[src/sv/swma_pkg.sv]
`default_nettype none

package swma_pkg;

  localparam int unsigned CntW  = 11;
  localparam int unsigned AvgW  = 34;
  localparam int unsigned FracW = 16;

  typedef enum logic [4:0] {
    StIdle   = 5'b00001,
    StUpdate = 5'b00010,
    StLoad   = 5'b00100,
    StDivide = 5'b01000,
    StFinish = 5'b10000
  } state_e;

  // commands from the controller to the datapath
  typedef struct packed {
    logic cfg_write;
    logic accept;
    logic update;
    logic load;
    logic step;
    logic finish;
  } cmd_t;

  // status from the datapath to the controller
  typedef struct packed {
    logic out_free;
  } status_t;

endpackage

`default_nettype wire

[src/sv/swma_ctrl.sv]
`default_nettype none

module swma_ctrl #(
  parameter int unsigned DIV_W = 45
) (
  input  logic             clk_i,
  input  logic             rst_ni,
  input  logic             in_valid_i,
  output logic             in_stall_o,
  input  logic             cfg_valid_i,
  output logic             cfg_ready_o,
  input  swma_pkg::status_t status_i,
  output swma_pkg::cmd_t    cmd_o
);
  import swma_pkg::*;

  localparam int unsigned StepW = $clog2(DIV_W);

  state_e           state_q, state_d;
  logic [StepW-1:0] step_q, step_d;

  assign in_stall_o  = (state_q != StIdle);
  assign cfg_ready_o = (state_q == StIdle);

  always_comb begin
    state_d = state_q;
    step_d  = step_q;
    cmd_o   = '0;
    cmd_o.cfg_write = cfg_valid_i && cfg_ready_o;
    case (state_q)
      StIdle: begin
        if (in_valid_i) begin
          cmd_o.accept = 1'b1;
          state_d      = StUpdate;
        end
      end
      StUpdate: begin
        cmd_o.update = 1'b1;
        state_d      = StLoad;
      end
      StLoad: begin
        cmd_o.load = 1'b1;
        step_d     = StepW'(DIV_W - 1);
        state_d    = StDivide;
      end
      StDivide: begin
        cmd_o.step = 1'b1;
        if (step_q == '0) begin
          state_d = StFinish;
        end else begin
          step_d = step_q - 1'b1;
        end
      end
      StFinish: begin
        // hold the quotient until the output register is free
        if (status_i.out_free) begin
          cmd_o.finish = 1'b1;
          state_d      = StIdle;
        end
      end
      default: begin
        state_d = StIdle;
      end
    endcase
  end

  always_ff @(posedge clk_i or negedge rst_ni) begin
    if (!rst_ni) begin
      state_q <= StIdle;
      step_q  <= '0;
    end else begin
      state_q <= state_d;
      step_q  <= step_d;
    end
  end

  a_accept_then_update: assert property (@(posedge clk_i) disable iff (!rst_ni)
    (in_valid_i && !in_stall_o) |=> (state_q == StUpdate))
    else $error("accepted word did not move to update");

  a_last_step_finish: assert property (@(posedge clk_i) disable iff (!rst_ni)
    (state_q == StDivide && step_q == '0) |=> (state_q == StFinish))
    else $error("divider did not finish after last step");

endmodule

`default_nettype wire

[config.mk]
export PLATFORM = sky130hd
export DESIGN_NAME = swma_ctrl
export DESIGN_NICKNAME = d
export VERILOG_FILES = /design/src/sv/swma_pkg.sv /design/src/sv/swma_ctrl.sv
export SDC_FILE = /design/constraint.sdc
export NUM_CORES = 1
export LEC_CHECK = 0
export BUFFER_PORTS_ARGS = -buffer_cell sky130_fd_sc_hd__buf_2
export CORE_MARGIN = 2
export CORE_UTILIZATION = 25
export CTS_BUF_LIST = sky130_fd_sc_hd__clkbuf_8
export CTS_CLUSTER_DIAMETER = 120
export DETAILED_ROUTE_END_ITERATION = 8
export GPL_TIMING_DRIVEN = 0
export SLEW_MARGIN = 10
export SYNTH_ARGS = -nofsm -noshare
export SYNTH_HDL_FRONTEND = slang
export SYNTH_SLANG_ARGS = --single-unit
[constraint.sdc]
create_clock -name clk_i -period 2.4 [get_ports clk_i]
set_clock_uncertainty 0.1 [all_clocks]
set_input_delay 0.72 -clock clk_i [delete_from_list [all_inputs] [get_ports clk_i]]
set_output_delay 0.72 -clock clk_i [all_outputs]
set_load 0.05 [all_outputs]
# Yosys cells after proc, flatten, opt, wreduce, memory -nomap -nowiden
# Index checks and enable logic that the tools add are counted.
# totals
inputBits,5
word_cells,31
reg_bits,11
# classes
eq_ne,10
n_reduce_logical,5
mux,13
n_addsub,1
# op_table
cell,n
$pmux 5 s5,1
$mux 5,3
$pmux 6 s2,1
$ne 2x2->1 const B,4
$mux 1,7
$logic_not 6->1,1
$mux 6,1
$sub 6x1->6 const B,1
$eq 5x1->1 const B,1
$eq 5x2->1 const B,1
$eq 5x3->1 const B,1
$eq 5x4->1 const B,1
$eq 5x5->1 const B,1
$ne 5x1->1 const B,1
$reduce_and 3->1,1
$reduce_and 2->1,1
$reduce_bool 2->1,1
$logic_and 1x1->1,1

# Longest topological paths before layout
# logic_depth
depth_word,3
depth_mapped,6

# Worst setup path before layout
# No wires, ideal clock.
# synth_timing
path_kind,register -> output
from,register state_q[2]
to,output cmd_o[4] in the netlist's numbering
t_arrival_ns,1.700
path_stages_with_launch,4
path_buffers,0
setup_slack_ns,-0.120
path_cell_list,dfrtp_1 -> nor3_1 -> and3_1 -> and2_1
# synth_rtl
item,line_no,text
from (decl),swma_ctrl.sv:19,"state_e state_q, state_d;"
from (signal assigned),swma_ctrl.sv:69,state_q <= StIdle;
from (signal assigned),swma_ctrl.sv:72,state_q <= state_d;
to (decl),swma_ctrl.sv:13,output swma_pkg::cmd_t cmd_o

==> flow_summary.toml <==
[synthesis]
yosysWarnings = 0
syn_avg_cell_area_sq_um = 9.663
ys_types = 28
syn_nets = 71
yosys_register_bits = 11
syn-instance-count = 65
yosysSeqAreaShare = 0.4402
synthesis.area_sq_um = 628.1

[global_routing]
track_usage = 0.09763
grt_start_max_net_pins = 12
grt_pass1_vias = 442
antenna_found_initial = 0
grt_pass1_wl_um = 2001
gr-total-overflow = 0

[floorplanning]
num_io_pins = 13
core_area_sq_um = 2432
die-area_sq_um = 2930
floorplan.initialDensity = 0.2582
die_h_um = 54.13
die_x_um = 54.13
rows = 18

[clocking]
htree_levels = 1
hold_buffers = 0
clock_path_buffers = 2
worstSkewPairLatency_ps = 230
cts_tree = "yes"
cts.sink_count = 11
cts_buffers = 3
cts_root_buffer = "clkbuf_8"
cts.reportedPaths.clkPinSlew_ps = 50

[setup_path]
crit_fanout = 6
r2r_setup_slack_ps = 490
worstSetupPathType = "flip-flop to output pin"
end_kind = "output pin"
crit_required_ps = 1580
cp-start-kind = "flip-flop"
timing.rr.start = "step_q[0]$_DFFE_PN0P_"
reg2reg_depth = 6
arrival_ps = 1480
crit_start = "state_q[2]$_DFFE_PN0P_"
crit_path_end = "cmd_o[4]"
rr_endpoint = "step_q[3]$_DFFE_PN0P_"

[status]
outcome = "finished clean"

[sta]
period_share = 0.9603
fmax_mhz = 433.9
period_minus_slack_ps = 2305
maxSlewViolCount = 0
holdWs_ps = 247.7
hold_viol_final = 0
rsz0062_at_grt = "no"
setup_viol = 0
worst_slew_pin_slew_ps = 419.8
slew_headroom = 0.7195

[final_layout]
diodes = 0
mostFrequentLayoutCells = "nor2_1 (10), dfrtp_1 (10), buf_2 (9)"
area_growth_pct = 25.30
fillerInstances = 258
layout.cells.non_filler = 111
final_nets = 88
final_layout_size_suffix_gt1_frac = 0.3333

[routing]
vias_per_cell = 4.432
drt_wl_total_um = 1169
post_drt_wl_per_cell_um = 10.53
drtAntennaViolNets = 0
vias = 492
drcViolationCount = 0
drt_iter0_drc = 14
first_pass_iters = 4

[min_path]
min_path_type = "input pin to async pin"

[power]
power_mw = 1.001
p_leak_nw = 0.3614
power.density_nw_per_um2 = 1272
peakVddDrop_v = 0.0007204

[place]
numPortBuffers = 12
dp.cells = 107
dp_hpwl_um = 890.6
gp_congestion = 0.6185

[flow_run]
max_cap_viol_count = 0
## cell families after synthesis
family,after synthesis,share of synthesized area
AOI/OAI and AO/OA,8,0.1076
adders and majority gates,1,0.01992
DFF,11,0.4402
muxes,3,0.04781
buffers and inverters,7,0.04781
and+or+nand+nor,35,0.3367
## worst min path at each step
stage | slack (ps) | end | depth (start not counted) | startpoint
floorplan | 320 | state_q[1]$_DFFE_PN0P_ | 0 | rst_ni
global placement | 400 | step_q[0]$_DFFE_PN0P_ | 1 | step_q[0]$_DFFE_PN0P_
detailed placement | 410 | step_q[2]$_DFFE_PN0P_ | 1 | step_q[2]$_DFFE_PN0P_
CTS | 250 | step_q[2]$_DFFE_PN0P_ | 1 | rst_ni
global route | 260 | step_q[2]$_DFFE_PN0P_ | 1 | rst_ni
finish | 250 | step_q[2]$_DFFE_PN0P_ | 1 | rst_ni
## power breakdown
group	total, mW	switching [mW]	internal [mW]
registers	0.344	0.0882	0.255
clock network	0.179	0.0672	0.112
logic	0.478	0.304	0.174
total	1.00	0.460	0.542
## cell type report
type / count / area, sq um / area share
clock buffers: 3 / 41.29 / 0.05246
multi-input cells: 47 / 330.3 / 0.4197
clock inverters: 1 / 3.754 / 0.004769
flip-flops and latches: 11 / 276.5 / 0.3514
plain buffers: 1 / 7.507 / 0.009539
repair buffers: 12 / 67.56 / 0.08585
inverters: 6 / 22.52 / 0.02862
well taps: 30 / 37.54 / 0.04769
## state kept, by name (all words and copies together) (netlist names)
name / count
step_q: 6
state_q: 5
## worst max-delay path, stage by stage, from the launching register on
cell and delay (ps):
dfrtp_1 440, nor3_2 220, and3_2 240, and2_2 160
buf_4 190
## synthesized netlist by cell type, drive strengths merged
cell type / number / area, sq um
o311ai: 2 / 35.04
or3: 3 / 21.27
and3: 1 / 6.260
dfstp: 1 / 26.28
buf: 1 / 7.510
or3b: 1 / 11.26
inv: 6 / 22.52
and2: 4 / 25.02
o21ai: 4 / 20.02
and2b: 1 / 7.510
and4b: 1 / 10.01
nor3b: 1 / 7.510
nor3: 3 / 26.28
ha: 1 / 12.51
nor4: 2 / 18.77
a21oi: 1 / 5.000
mux2i: 3 / 30.03
nor2: 10 / 37.54
o21a: 1 / 7.510
dfrtp: 10 / 250.2
nor2b: 1 / 6.260
nand2b: 1 / 6.260
nand2: 2 / 7.510
nand3: 4 / 20.02
## per-stage QoR
stage                       util  setup WS, ps  setup TNS, ps  instance area [sq um]
after floorplan                -        -2.155         -2.155                  630.6
after global placement    0.2994         238.7              0                  728.2
final                     0.3236         95.18              0                  787.0
after CTS                 0.3200         26.11              0                  778.2
after detailed placement  0.2994         221.3              0                  728.2
after global routing      0.3236         1.153              0                  787.0
## layer usage
metal	share of wire	up-vias	global-route usage
met5	0	-	0
met4	0.018	0	0.03750
met3	0.045	2	0.04167
met2	0.46	8	0.1566
met1	0.47	225	0.1145
li1	-	257	-
## what timing repair did
| item | in CTS | in global routing |
|---|---|---|
| cloned | 0 | 0 |
| setup buffers | 0 | 0 |
| resized for setup | 2 | 3 |
| endpoints found under the setup margin | 2 | 4 |
No activity file was read; power rests on OpenSTA's default activity.
